File: src/sv/lpfd_pkg.sv
package lpfd_pkg;

   // Fixed widths of the stream and result fields
   localparam int unsigned BYTE_WIDTH      = 8;
   localparam int unsigned WORD_WIDTH      = 32;
   localparam int unsigned KIND_WIDTH      = 2;
   localparam int unsigned RSP_DATA_WIDTH  = 2 * BYTE_WIDTH + 2 * WORD_WIDTH;
   localparam int unsigned CSR_INDEX_WIDTH = 1;
   localparam int unsigned CSR_DATA_WIDTH  = WORD_WIDTH;

   // Frame layout: 4-byte length prefix, type byte, 4-byte request id
   localparam logic [WORD_WIDTH-1:0] HDR_BYTES  = WORD_WIDTH'(5);
   localparam logic [1:0]            WORD_LAST  = 2'd3;

   // Configuration register indexes
   localparam logic [CSR_INDEX_WIDTH-1:0] CSR_MAX_LEN          = 1'b0;
   localparam logic [CSR_INDEX_WIDTH-1:0] CSR_BIG_ENDIAN_WORDS = 1'b1;

   localparam logic [WORD_WIDTH-1:0] MAX_LEN_RESET = WORD_WIDTH'(1048576);

   typedef enum logic [KIND_WIDTH-1:0] {
      KIND_HEADER    = 2'd0,
      KIND_BODY      = 2'd1,
      KIND_TOO_SMALL = 2'd2,
      KIND_TOO_LARGE = 2'd3
   } result_kind_type;

   // Shift one byte into a 32-bit field in the selected byte order
   function automatic logic [WORD_WIDTH-1:0] take_byte(
      input logic [WORD_WIDTH-1:0] acc,
      input logic [BYTE_WIDTH-1:0] data,
      input logic                  big_endian
   );
      logic [WORD_WIDTH-1:0] res;
      if (big_endian) begin
         res = {acc[WORD_WIDTH-BYTE_WIDTH-1:0], data};
      end else begin
         res = {data, acc[WORD_WIDTH-1:BYTE_WIDTH]};
      end
      return res;
   endfunction

endpackage

File: src/sv/length_prefixed_frame_deframer.sv
// Length-prefixed frame deframer.
// req_ channel: one stream byte per transaction. Each frame is a 4-byte length
// prefix, a type byte, a 4-byte request id and (length - 5) body bytes.
// rsp_ channel: one header transaction when the request id is complete, then
// one transaction per body byte; tlast marks the final transaction of a frame.
// A length below 5 or above the configured maximum gives one error transaction
// with tlast set, after which every incoming byte is dropped until reset.
// csr_ port: register 0 maximum frame length, register 1 big_endian_words;
// write only while the block is idle.
// A result is registered and appears on rsp_ in the cycle after the byte that causes
// it is accepted. Throughput: one byte per cycle while rsp_ does not stall, set by the
// single parse state machine that decodes each byte in the cycle it is accepted.
// Stall: the result register holds a pending transaction; req_tready stays
// high as long as that register is empty or is being drained in the same
// cycle, so a stalled receiver stalls the byte stream one for one.
// Reset: synchronous; returns to the length phase, clears the accumulators,
// empties the result register and restores both registers to their defaults.
module length_prefixed_frame_deframer
   import lpfd_pkg::*;
(
   input  logic                       clock,
   input  logic                       reset,
   // input stream
   input  logic                       req_tvalid,
   output logic                       req_tready,
   input  logic [BYTE_WIDTH-1:0]      req_tdata,   // [7:0] data_byte
   // result stream
   output logic                       rsp_tvalid,
   input  logic                       rsp_tready,
   // [7:0] frame_type, [39:8] request_ident, [71:40] frame_length, [79:72] body_byte
   output logic [RSP_DATA_WIDTH-1:0]  rsp_tdata,
   output logic [KIND_WIDTH-1:0]      rsp_tuser,   // [1:0] result_kind
   output logic                       rsp_tlast,   // last_of_frame
   // configuration
   input  logic                       csr_wr_en,
   input  logic [CSR_INDEX_WIDTH-1:0] csr_index,
   input  logic [CSR_DATA_WIDTH-1:0]  csr_wdata
);

   typedef enum logic [2:0] {
      PH_LENGTH = 3'd0,
      PH_TYPE   = 3'd1,
      PH_IDENT  = 3'd2,
      PH_BODY   = 3'd3,
      PH_DEAD   = 3'd4
   } phase_type;

   // configuration registers
   logic [WORD_WIDTH-1:0] max_len_ff;
   logic                  big_endian_ff;

   // parse state
   phase_type             phase_ff,     phase_in;
   logic [1:0]            byte_cnt_ff,  byte_cnt_in;
   logic [WORD_WIDTH-1:0] length_ff,    length_in;
   logic [WORD_WIDTH-1:0] ident_ff,     ident_in;
   logic [BYTE_WIDTH-1:0] type_ff,      type_in;
   logic [WORD_WIDTH-1:0] remaining_ff, remaining_in;

   // result register
   logic                  rsp_valid_ff;
   result_kind_type       rsp_kind_ff,  rsp_kind_in;
   logic [BYTE_WIDTH-1:0] rsp_type_ff,  rsp_type_in;
   logic [WORD_WIDTH-1:0] rsp_ident_ff, rsp_ident_in;
   logic [WORD_WIDTH-1:0] rsp_len_ff,   rsp_len_in;
   logic [BYTE_WIDTH-1:0] rsp_body_ff,  rsp_body_in;
   logic                  rsp_last_ff,  rsp_last_in;
   logic                  res_valid;

   logic                  req_fire;
   logic [WORD_WIDTH-1:0] len_shift;
   logic [WORD_WIDTH-1:0] ident_shift;
   logic [WORD_WIDTH-1:0] payload_len;
   logic [WORD_WIDTH-1:0] remaining_dec;

   // Accept a byte whenever the result register is empty or draining
   assign req_tready = !rsp_valid_ff || rsp_tready;
   assign req_fire   = req_tvalid && req_tready;

   assign len_shift     = take_byte(length_ff, req_tdata, big_endian_ff);
   assign ident_shift   = take_byte(ident_ff, req_tdata, big_endian_ff);
   assign payload_len   = length_ff - HDR_BYTES;
   assign remaining_dec = remaining_ff - WORD_WIDTH'(1);

   always_comb begin
      phase_in     = phase_ff;
      byte_cnt_in  = byte_cnt_ff;
      length_in    = length_ff;
      ident_in     = ident_ff;
      type_in      = type_ff;
      remaining_in = remaining_ff;
      res_valid    = 1'b0;
      rsp_kind_in  = KIND_HEADER;
      rsp_type_in  = type_ff;
      rsp_ident_in = ident_ff;
      rsp_len_in   = length_ff;
      rsp_body_in  = '0;
      rsp_last_in  = 1'b0;
      case (phase_ff)
         PH_LENGTH: begin
            length_in = len_shift;
            if (byte_cnt_ff == WORD_LAST) begin
               byte_cnt_in  = '0;
               rsp_type_in  = '0;
               rsp_ident_in = '0;
               rsp_len_in   = len_shift;
               rsp_last_in  = 1'b1;
               // the too-small check wins over the maximum check
               if (len_shift < HDR_BYTES) begin
                  res_valid   = 1'b1;
                  rsp_kind_in = KIND_TOO_SMALL;
                  phase_in    = PH_DEAD;
               end else if (len_shift > max_len_ff) begin
                  res_valid   = 1'b1;
                  rsp_kind_in = KIND_TOO_LARGE;
                  phase_in    = PH_DEAD;
               end else begin
                  phase_in = PH_TYPE;
               end
            end else begin
               byte_cnt_in = byte_cnt_ff + 2'd1;
            end
         end
         PH_TYPE: begin
            type_in     = req_tdata;
            ident_in    = '0;
            byte_cnt_in = '0;
            phase_in    = PH_IDENT;
         end
         PH_IDENT: begin
            ident_in = ident_shift;
            if (byte_cnt_ff == WORD_LAST) begin
               byte_cnt_in  = '0;
               remaining_in = payload_len;
               res_valid    = 1'b1;
               rsp_kind_in  = KIND_HEADER;
               rsp_ident_in = ident_shift;
               rsp_last_in  = (payload_len == '0);
               // empty body: the header closes the frame
               if (payload_len == '0) begin
                  phase_in  = PH_LENGTH;
                  length_in = '0;
               end else begin
                  phase_in = PH_BODY;
               end
            end else begin
               byte_cnt_in = byte_cnt_ff + 2'd1;
            end
         end
         PH_BODY: begin
            remaining_in = remaining_dec;
            res_valid    = 1'b1;
            rsp_kind_in  = KIND_BODY;
            rsp_body_in  = req_tdata;
            rsp_last_in  = (remaining_dec == '0);
            if (remaining_dec == '0) begin
               phase_in    = PH_LENGTH;
               length_in   = '0;
               byte_cnt_in = '0;
            end
         end
         default: begin
            // dropping phase: swallow every byte
         end
      endcase
   end

   // Configuration registers
   always_ff @(posedge clock) begin
      if (reset) begin
         max_len_ff    <= MAX_LEN_RESET;
         big_endian_ff <= 1'b1;
      end else if (csr_wr_en) begin
         case (csr_index)
            CSR_MAX_LEN:          max_len_ff    <= csr_wdata;
            CSR_BIG_ENDIAN_WORDS: big_endian_ff <= csr_wdata[0];
            default: ;
         endcase
      end
   end

   // Parse state: advance on each accepted byte
   always_ff @(posedge clock) begin
      if (reset) begin
         phase_ff     <= PH_LENGTH;
         byte_cnt_ff  <= '0;
         length_ff    <= '0;
         ident_ff     <= '0;
         type_ff      <= '0;
         remaining_ff <= '0;
      end else if (req_fire) begin
         phase_ff     <= phase_in;
         byte_cnt_ff  <= byte_cnt_in;
         length_ff    <= length_in;
         ident_ff     <= ident_in;
         type_ff      <= type_in;
         remaining_ff <= remaining_in;
      end
   end

   // Result register: load on a producing byte, drop when taken
   always_ff @(posedge clock) begin
      if (reset) begin
         rsp_valid_ff <= 1'b0;
      end else if (req_tready) begin
         rsp_valid_ff <= req_fire && res_valid;
      end
   end

   always_ff @(posedge clock) begin
      if (req_fire && res_valid) begin
         rsp_kind_ff  <= rsp_kind_in;
         rsp_type_ff  <= rsp_type_in;
         rsp_ident_ff <= rsp_ident_in;
         rsp_len_ff   <= rsp_len_in;
         rsp_body_ff  <= rsp_body_in;
         rsp_last_ff  <= rsp_last_in;
      end
   end

   assign rsp_tvalid = rsp_valid_ff;
   assign rsp_tdata  = {rsp_body_ff, rsp_len_ff, rsp_ident_ff, rsp_type_ff};
   assign rsp_tuser  = rsp_kind_ff;
   assign rsp_tlast  = rsp_last_ff;

   // The dropping phase is left only through reset
   a_dead_sticks: assert property (@(posedge clock) disable iff (reset)
      (phase_ff == PH_DEAD) |=> (phase_ff == PH_DEAD))
      else $error("deframer left the dropping phase without reset");

   // A body phase always has at least one byte outstanding
   a_body_remaining: assert property (@(posedge clock) disable iff (reset)
      (phase_ff == PH_BODY) |-> (remaining_ff != '0))
      else $error("body phase with no bytes remaining");

   // Error results close the frame and carry no type or id
   a_error_fields: assert property (@(posedge clock) disable iff (reset)
      (rsp_valid_ff && (rsp_kind_ff == KIND_TOO_SMALL || rsp_kind_ff == KIND_TOO_LARGE))
      |-> (rsp_last_ff && rsp_ident_ff == '0 && rsp_type_ff == '0))
      else $error("malformed error result");

   // An error result is always followed by the dropping phase
   a_error_then_dead: assert property (@(posedge clock) disable iff (reset)
      (rsp_valid_ff && (rsp_kind_ff == KIND_TOO_SMALL || rsp_kind_ff == KIND_TOO_LARGE))
      |-> (phase_ff == PH_DEAD))
      else $error("error result without entering the dropping phase");

   // A header result never comes from a length below the header size
   a_header_length: assert property (@(posedge clock) disable iff (reset)
      (rsp_valid_ff && rsp_kind_ff == KIND_HEADER) |-> (rsp_len_ff >= HDR_BYTES))
      else $error("header result with an undersized length");

endmodule
File: config.mk
export PLATFORM = sky130hd
export DESIGN_NAME = length_prefixed_frame_deframer
export DESIGN_NICKNAME = d
export VERILOG_FILES = /design/src/sv/lpfd_pkg.sv /design/src/sv/length_prefixed_frame_deframer.sv
export SDC_FILE = /design/constraint.sdc
export NUM_CORES = 1
export LEC_CHECK = 0
export ABC_AREA = 1
export BUFFER_PORTS_ARGS = -buffer_cell sky130_fd_sc_hd__buf_2
export CAP_MARGIN = 10
export CORE_MARGIN = 5
export CORE_UTILIZATION = 48
export CTS_CLUSTER_SIZE = 28
export DETAILED_ROUTE_END_ITERATION = 16
export GPL_ROUTABILITY_DRIVEN = 1
export PLACE_DENSITY = 0.67
export SETUP_SLACK_MARGIN = 0.3
export SYNTH_ARGS = -nofsm -noshare
export SYNTH_HDL_FRONTEND = slang
export SYNTH_SLANG_ARGS = --single-unit
File: constraint.sdc
create_clock -name clock -period 8.6 [get_ports clock]
set_input_delay 0 -clock clock [delete_from_list [all_inputs] [get_ports clock]]
set_output_delay 0 -clock clock [all_outputs]
set_load 0.1 [all_outputs]
==> impl_metrics.tcl, run 1 <==
set metrics [dict create \
    syn_nets 1963 \
    path_clk_slew_ns 0.06 \
    drcViolationCount 0 \
    die_h_um 174.1 \
    cts_htree_levels 1 \
    hold_viol 0 \
    clockBufferDepth 3 \
    grt_pass1_vias 11989 \
    syn_area_per_cell_um2 6.872 \
    p_leak_nw 6.961 \
    synth_seq_cells 226 \
    worstMarginPinSlew_ns 0.9999 \
    n_antenna_cell 0 \
    cp-start-kind "flip-flop" \
    design.core.area_um2 26730 \
    min_path_cells 2 \
    synth_edf_count 83 \
    ioPinCount 131 \
    synth_top_flop_cell "dfxtp_1" \
    drv_slew 0 \
    total_power_mw 4.463 \
    r2r_cells 19 \
    hold-worst-slack_ns 0.02237 \
    period_needed_ns 4.565 \
    routed_wl_um 40110 \
    pre_cts_ws_ns 4.128 \
    fillers 2647 \
    numPortBuffers 130 \
    clock-root-buffer "clkbuf_16" \
    fin_area_um2 15030 \
    grt_pass1_wl_um 64200 \
    yosysUniqueCellTypes 40 \
    synth_area_um2 12920 \
    viasPerCell 5.379 \
    synth_top_family_by_area "simple AND/OR/NAND/NOR gates" \
    fp.dieW_um 174.1 \
    min_path_type "input pin to flip-flop" \
    cts_tree "yes" \
    status "finished, final reports clean" \
    ir_drop_uv 175.7 \
    numCtsBuffers 25 \
    synth_compound_area_frac 0.1508 \
    critPathCaptureType "flip-flop" \
    clock-sinks 226 \
    dp_hpwl_um 29740 \
    drtIter0Drc 1092 \
    gp_congestion 0.9659 \
    wl_per_cell_um 16.92 \
    syn_to_final_growth_pct 16.31 \
    synthSimpleGateAreaFrac 0.3002 \
    synth_warnings 0 \
    first_pass_iters 6 \
    final_common_cell "nand2_1" \
    synthMuxAreaShare 0 \
    ys_async_sr_fraction 0 \
    clk-insertion-delay-late_ns 0.55 \
    synthXorXnorAreaFrac 0.005423 \
    setup_viol 0 \
    crit_fanout 67 \
    syn_inst 1880 \
    grt_max_degree 96 \
    grt_usage 0.2601 \
    fin_setup_tns_ns 0 \
    cp.arrival_ns 4.72 \
    rows 60 \
    max_freq_mhz 219.1 \
    worstSetupPathType "flip-flop to flip-flop" \
    clock_skew_ns 0.02463 \
    ant_nets 0 \
    drive_above_1_share 0.1104 \
    start_util 0.4834 \
    final_cell_mix "nand2_1, nor2_1, inv_1" \
    yosys.area_share.adder 0.03583 \
    finalNetCount 2094 \
    dieArea_um2 30300 \
    overflow 0 \
    slew_headroom 0.3293 \
    cp.required_ns 8.75 \
    vias 12748 \
    post-route-period-util 0.5308 \
    worst_slack_ns 4.035 \
    power_density_nw_per_um2 297.0 \
    antenna_found_initial 1 \
    rsz0062_at_grt "false" \
    seq_area_frac_synth 0.4145 \
    dpl_cell_area_um2 13740 \
    cap_violations 0 \
]
==> worst paths after layout <==
kind	from	endpoint	slack [ns]
setup / recovery	big_endian_ff	rsp_type_ff[6]	4.04
hold / removal	reset	ident_ff[23]	0.02
setup reg to reg	big_endian_ff	rsp_type_ff[6]	4.04
hold reg to reg	ident_ff[12]	ident_ff[12]	0.47
==> routing by layer <==
layer | routed length [um] | up-vias | GRT usage
li1 | - | 6371 | -
met1 | 17470 | 5832 | 0.3482
met2 | 18080 | 444 | 0.4242
met3 | 2968 | 99 | 0.04284
met4 | 1588 | 2 | 0.09898
met5 | 9 | - | 0
==> cell usage after synthesis (4+ instances only) <==
cell / instances / area share
ha_1: 37 / 0.036
nand2_2: 6 / 0.0029
o221ai_1: 5 / 0.0034
nor2_1: 311 / 0.090
buf_6: 5 / 0.0044
nor4_1: 4 / 0.0019
nand3b_1: 5 / 0.0029
clkbuf_1: 65 / 0.019
inv_1: 219 / 0.064
o211ai_1: 34 / 0.020
o21ai_0: 151 / 0.058
a21oi_1: 120 / 0.046
nand4_1: 20 / 0.0097
a211oi_1: 16 / 0.0093
nand2_1: 490 / 0.14
xor2_1: 7 / 0.0047
o21ai_1: 10 / 0.0039
edfxtp_1: 83 / 0.19
buf_2: 6 / 0.0023
buf_1: 6 / 0.0017
dfxtp_1: 143 / 0.22
nor2_4: 5 / 0.0044
nor3_1: 6 / 0.0023
clkinv_1: 5 / 0.0015
nor2_2: 14 / 0.0068
o22ai_1: 7 / 0.0034
nand3_1: 77 / 0.030
==> timing repair <==
| item | CTS | global route |
|---|---|---|
| hold buffers | 46 | 0 |
| gates resized for setup | 0 | 0 |
| endpoints found under the hold margin | 50 | 0 |
| buffers inserted | 0 | 0 |
==> logic make-up (layout without fill, tap and decap cells) <==
kind of cell	after synthesis	in the layout
simple gates	947	947
compound gates	353	353
flops	226	226
buf+inv	309	458
xor+xnor	8	8
fa+ha+maj	37	37
==> layout make-up <==
class	instances	area, um2	area share
Tap cell	341	426.7	0.02839
Inverter	227	853.3	0.05679
Clock buffer	32	681.9	0.04538
Timing Repair Buffer	186	1186	0.07893
Multi-Input combinational cell	1345	6379	0.4245
Clock inverter	13	143.9	0.009575
Sequential cell	226	5356	0.3565
==> flip-flops by register name, indices dropped and copies added, names as in the netlist <==
name,cells
phase_ff,3
rsp_type_ff,8
rsp_len_ff,32
byte_cnt_ff,2
rsp_body_ff,8
max_len_ff,32
big_endian_ff,1
ident_ff,32
type_ff,8
rsp_tuser,2
remaining_ff,32
length_ff,32
rsp_tlast,1
rsp_ident_ff,32
rsp_tvalid,1
==> where the power goes <==
part           leakage [nW]  total [mW]  internal (mW)  switching, mW
logic                  4.63        1.97          0.545           1.42
clock network         0.401        1.08          0.626          0.452
registers              1.94        1.42           1.28          0.131
total                  6.96        4.46           2.46           2.01
==> metrics by stage <==
stage | instances | util
after floorplan | 1880 | -
after global placement | 2279 | 0.5141
after detailed placement | 2279 | 0.5141
after CTS | 2370 | 0.5623
after global routing | 2370 | 0.5623
final | 2370 | 0.5623
==> critical path: stages, from the launching register on <==
cell	delay, ns
dfxtp_2	0.33
clkinv_1	0.59
nor2_1	0.45
a21oi_1	0.15
ha_1	0.35
nand2_1	0.07
o21ai_0	0.23
nand2_1	0.09
o211ai_1	0.10
nand2_1	0.07
nand2_1	0.06
nand2_1	0.04
nand2_1	0.07
nand2_1	0.14
nand2_1	0.12
nand2_1	0.07
nand2_1	0.06
nand2_1	0.08
clkinv_2	0.29
buf_4	0.70
Power figures use the tool's default switching activity.
==> run 2: changes to the inputs <==
==> constraint.sdc (replaced) <==
create_clock -name clock -period 4.3 [get_ports clock]
set_input_delay 0 -clock clock [delete_from_list [all_inputs] [get_ports clock]]
set_output_delay 0 -clock clock [all_outputs]
set_load 0.1 [all_outputs]
==> run 2 against run 1 <==
Compared with the run above:
- die area is the same
- critical path depth shrank 2
- sequential share of layout area shrank 0.22 points
- clock-buffer cell count shrank 2
- cell area grew 0.66%
- flip-flop and latch count is the same
- register-to-register slack lost 3.4 ns
- critical endpoint is now rsp_len_ff[28]
- largest cell class unchanged
- largest power group unchanged
==> impl_metrics.tcl, run 2 (synthesized netlist as in run 1, its figures left out) <==
set metrics [dict create \
    worstSetupPathType "flip-flop to flip-flop" \
    ant_nets 0 \
    drcViolationCount 0 \
    finalNetCount 2106 \
    grt_max_degree 86 \
    grt_usage 0.2646 \
    crit_fanout 85 \
    fillers 2568 \
    numPortBuffers 130 \
    drive_above_1_share 0.1176 \
    numCtsBuffers 24 \
    fin_area_um2 15130 \
    first_pass_iters 7 \
    rows 60 \
    dieArea_um2 30300 \
    viasPerCell 5.451 \
    wl_per_cell_um 17.35 \
    clock-root-buffer "clkbuf_16" \
    cp.required_ns 4.56 \
    routed_wl_um 41340 \
    clockBufferDepth 3 \
    period_needed_ns 3.671 \
    fin_setup_tns_ns 0 \
    syn_to_final_growth_pct 17.07 \
    ir_drop_uv 365.8 \
    cp.arrival_ns 3.93 \
    ioPinCount 131 \
    hold_viol 0 \
    max_freq_mhz 272.4 \
    cap_violations 0 \
    fp.dieW_um 174.1 \
    cts_tree "yes" \
    clock_skew_ns 0.009795 \
    antenna_found_initial 0 \
    grt_pass1_vias 12126 \
    dp_hpwl_um 30650 \
    min_path_type "input pin to flip-flop" \
    finish.utilization 0.5660 \
    overflow 0 \
    critPathCaptureType "flip-flop" \
    grt_pass1_wl_um 65210 \
    final_common_cell "nand2_1" \
    hold-worst-slack_ns 0.02601 \
    power_density_nw_per_um2 594.6 \
    gp_congestion 1.028 \
    path_clk_slew_ns 0.07 \
    drv_slew 0 \
    cts_htree_levels 1 \
    p_leak_nw 7.024 \
    post-route-period-util 0.8536 \
    final_cell_mix "nand2_1, nor2_1, inv_1" \
    worst_slack_ns 0.6294 \
    cp-start-kind "flip-flop" \
    rsz0062_at_grt "false" \
    start_util 0.4834 \
    n_antenna_cell 0 \
    drtIter0Drc 1370 \
    post_cts_buffers 0 \
    pre_cts_ws_ns 0.5591 \
    slew_headroom 0.3913 \
    dpl_cell_area_um2 13870 \
    die_h_um 174.1 \
    clk-insertion-delay-late_ns 0.54 \
    worstMarginPinSlew_ns 0.9120 \
    design.core.area_um2 26730 \
    vias 12985 \
    setup_viol 0 \
    status "finished, final reports clean" \
    clock-sinks 226 \
]
[run 2: cell types whose count changed in the layout (fill, tap and decap cells not counted), moves of 2 or more]
| cell | previous run | this run |
|---|---|---|
| clkinvlp_4 | 3 | 1 |
| buf_12 | 0 | 2 |
| buf_4 | 10 | 21 |
| clkinv_2 | 5 | 8 |
[run 2: cell type report]
class                           instances  area, um2  area share
Multi-Input combinational cell       1345       6391      0.4225
Clock inverter                         14      132.6    0.008768
Sequential cell                       226       5358      0.3542
Inverter                              227      855.8     0.05658
Tap cell                              341      426.7     0.02821
Clock buffer                           30      653.1     0.04318
Timing Repair Buffer                  199       1309     0.08653
[run 2: through the flow]
step           total power, mW  std cells
2_1_floorplan            5.763       1880
3_5_place_dp             6.824       2292
4_1_cts                  8.951       2382
5_1_grt                  9.605       2382
3_3_place_gp             6.804       2292
6_report                 8.993       2382
[run 2: critical path, stage by stage (launching register included)]
cell        delay (ns)
dfxtp_2           0.36
buf_12            0.30
nor2_1            0.10
a21oi_1           0.43
ha_1              0.33
nand2_1           0.07
o21ai_0           0.11
nand2_1           0.07
o211ai_1          0.08
a21oi_1           0.24
nand2_1           0.09
nand2_1           0.18
nand2_1           0.10
nand2_1           0.09
nand2_1           0.05
nand2_1           0.12
clkinvlp_4        0.31
buf_12            0.27
[run 2: where the power goes]
group	internal [mW]	switching, mW	total, mW
Combinational	1.12	2.97	4.09
Clock	1.20	0.880	2.08
Sequential	2.57	0.252	2.82
[run 2: final timing paths]
kind                               startpoint             end  slack, ns  cells after the start
worst min register to register   ident_ff[10]    ident_ff[10]       0.47                      2
worst max register to register  big_endian_ff  rsp_len_ff[28]       0.63                     17
worst max-delay path            big_endian_ff  rsp_len_ff[28]       0.63                     17
worst min-delay path                    reset    ident_ff[13]       0.03                      2
[run 2: metal layers]
layer	GRT usage	up-vias	share of wire
met3	0.03610	103	0.079
met2	0.4346	573	0.45
met5	0	-	0
li1	-	6395	-
met4	0.08809	0	0.037
met1	0.3621	5914	0.43
[run 2: repair_timing]
item | in CTS | in global routing
hold buffers | 46 | 0
gates resized for setup | 0 | 2
setup endpoints to repair | 0 | 56
endpoints found under the hold margin | 50 | 0
==> run 3: changes to the inputs <==
--- a/config.mk
+++ b/config.mk
@@ -15,6 +15,7 @@
 export GPL_ROUTABILITY_DRIVEN = 1
 export PLACE_DENSITY = 0.67
 export SETUP_SLACK_MARGIN = 0.3
+export SLEW_MARGIN = 10
 export SYNTH_ARGS = -nofsm -noshare
 export SYNTH_HDL_FRONTEND = slang
 export SYNTH_SLANG_ARGS = --single-unit
==> constraint.sdc (replaced) <==
create_clock -name clock -period 4.5 [get_ports clock]
set_input_delay 0 -clock clock [delete_from_list [all_inputs] [get_ports clock]]
set_output_delay 0 -clock clock [all_outputs]
set_load 0.1 [all_outputs]
==> run 3 against run 2 <==
Compared with the run above:
- first-iteration DRC count decreased by 8.9%
- worst setup slack improved by 0.075 ns
- wire length fell by 4.3%
- flip-flop and latch count unchanged
- clock power is 6% higher
- die area is the same
- global-route usage shrank 0.99 points
- clock skew rose by 0.013 ns
- hold slack better by 0.023 ns
- critical path depth rose by 4
- maximum frequency is 3.3% lower
- critical path type unchanged
==> impl_metrics.tcl, run 3 (synthesized netlist as in run 1, its figures left out) <==
set metrics [dict create \
    status "finished, final reports clean" \
    cp.arrival_ns 3.98 \
    pre_cts_ws_ns 0.4529 \
    grt_max_degree 84 \
    min_path_type "input pin to flip-flop" \
    final_cell_mix "nand2_1, nor2_1, inv_1" \
    hold-worst-slack_ns 0.04918 \
    crit_fanout 83 \
    hold_viol 0 \
    numCtsBuffers 26 \
    gp_congestion 0.9533 \
    drcViolationCount 0 \
    syn_to_final_growth_pct 17.86 \
    post-route-period-util 0.8435 \
    numPortBuffers 130 \
    drtIter0Drc 1248 \
    cp-start-kind "flip-flop" \
    cts_tree "yes" \
    crit_chain "clkinvlp_4, nor2_1, inv_1, o21ai_0, inv_1, ha_1, nand4_1, inv_1, nand2_1, o211ai_1, nand2_1, nand2_1, nand2_1, nand2_1, nand2_1, nand2_1, nand2_1, nand2_1, nand2_1, clkinvlp_4, buf_12" \
    grt_pass1_wl_um 63450 \
    clock_skew_ns 0.02255 \
    clock-root-buffer "clkbuf_16" \
    drv_slew 0 \
    multi_input_area_um2 6391 \
    dp_hpwl_um 28990 \
    cp_common_cell "nand2_1" \
    dp_cells 2286 \
    ant_nets 0 \
    max_freq_mhz 263.5 \
    cpMaxStageDelayCell "dfxtp_4" \
    slew_headroom 0.3711 \
    rows 60 \
    antenna_found_initial 0 \
    viasPerCell 5.367 \
    p_leak_nw 7.052 \
    grt_pass1_vias 11954 \
    finalNonFillerCells 2384 \
    clock-sinks 226 \
    cts_htree_levels 1 \
    cap_violations 0 \
    fp.dieW_um 174.1 \
    start_util 0.4834 \
    rsz0062_at_grt "false" \
    fin_setup_tns_ns 0 \
    period_needed_ns 3.796 \
    worstMarginPinSlew_ns 0.9423 \
    finish.utilization 0.5698 \
    overflow 0 \
    vias 12795 \
    critPathCaptureType "flip-flop" \
    dieArea_um2 30300 \
    setup_viol 0 \
    clockBufferDepth 3 \
    finalNetCount 2106 \
    die_h_um 174.1 \
    grt_usage 0.2547 \
    wl_per_cell_um 16.59 \
    power_density_nw_per_um2 571.9 \
    seq_area_um2 5359 \
    fillers 2577 \
    first_pass_iters 5 \
    routed_wl_um 39550 \
    path_clk_slew_ns 0.06 \
    worst_slack_ns 0.7043 \
    design.core.area_um2 26730 \
    n_antenna_cell 0 \
    fin_area_um2 15230 \
    ir_drop_uv 341.6 \
    cp.required_ns 4.68 \
    clk-insertion-delay-late_ns 0.55 \
    ioPinCount 131 \
    dpl_cell_area_um2 13810 \
    total_power_mw 8.708 \
    worstSetupPathType "flip-flop to flip-flop" \
    drive_above_1_share 0.1155 \
    max_stage_delay_ns 0.60 \
    final_common_cell "nand2_1" \
]
==> run 3: cell types whose count changed in the layout (fill, tap and decap cells not counted) <==
cell	change
buf_12	-1
dfxtp_2	-2
clkinv_1	-1
clkinv_2	-4
dfxtp_1	+1
inv_6	+1
bufinv_16	+2
buf_4	-5
clkinvlp_4	+2
dlygate4sd3_1	+4
clkbuf_1	+2
dfxtp_4	+1
clkbuf_16	+2
==> run 3: layout make-up <==
cell class,instances,share of cell area
multi-input cells,1345,0.4197
flip-flops and latches,226,0.3519
clock buffers,34,0.04667
repair buffers,197,0.08480
well taps,341,0.02802
inverters,227,0.05645
clock inverters,14,0.01241
==> run 3: worst max-delay path, delay by kind of cell, from the launching register on <==
| family | cells | cell delay [ns] |
|---|---|---|
| buf+inv | 6 | 1.05 |
| compound gates | 2 | 0.25 |
| flops | 1 | 0.60 |
| fa+ha+maj | 1 | 0.31 |
| simple gates | 12 | 1.08 |
==> run 3: final timing paths <==
path	start	end	slack (ns)	cells after the start
min	reset	ident_ff[14]	0.05	2
min reg2reg	ident_ff[10]	ident_ff[10]	0.46	2
max	big_endian_ff	rsp_len_ff[21]	0.70	21
max reg2reg	big_endian_ff	rsp_len_ff[21]	0.70	21
==> run 3: per-layer routing <==
layer | wire [um] | part of all wire | global-route usage | up-vias
met5 | 0 | 0 | 0 | -
met4 | 1373 | 0.035 | 0.08611 | 0
met3 | 2530 | 0.064 | 0.03328 | 87
met2 | 18290 | 0.46 | 0.4280 | 467
met1 | 17350 | 0.44 | 0.3404 | 5862
li1 | - | - | - | 6379
==> run 3: what timing repair did <==
action / in CTS / in global routing
setup buffers: 0 / 0
hold buffers: 50 / 0
gates resized for setup: 0 / 4
endpoints found under the setup margin: 0 / 83
endpoints found under the hold margin: 50 / 0
==> run 3: where the power goes <==
group | switching [mW] | total [mW] | internal (mW)
sequential | 0.247 | 2.70 | 2.45
clock | 0.869 | 2.21 | 1.35
combinational | 2.73 | 3.79 | 1.06
total | 3.85 | 8.71 | 4.86
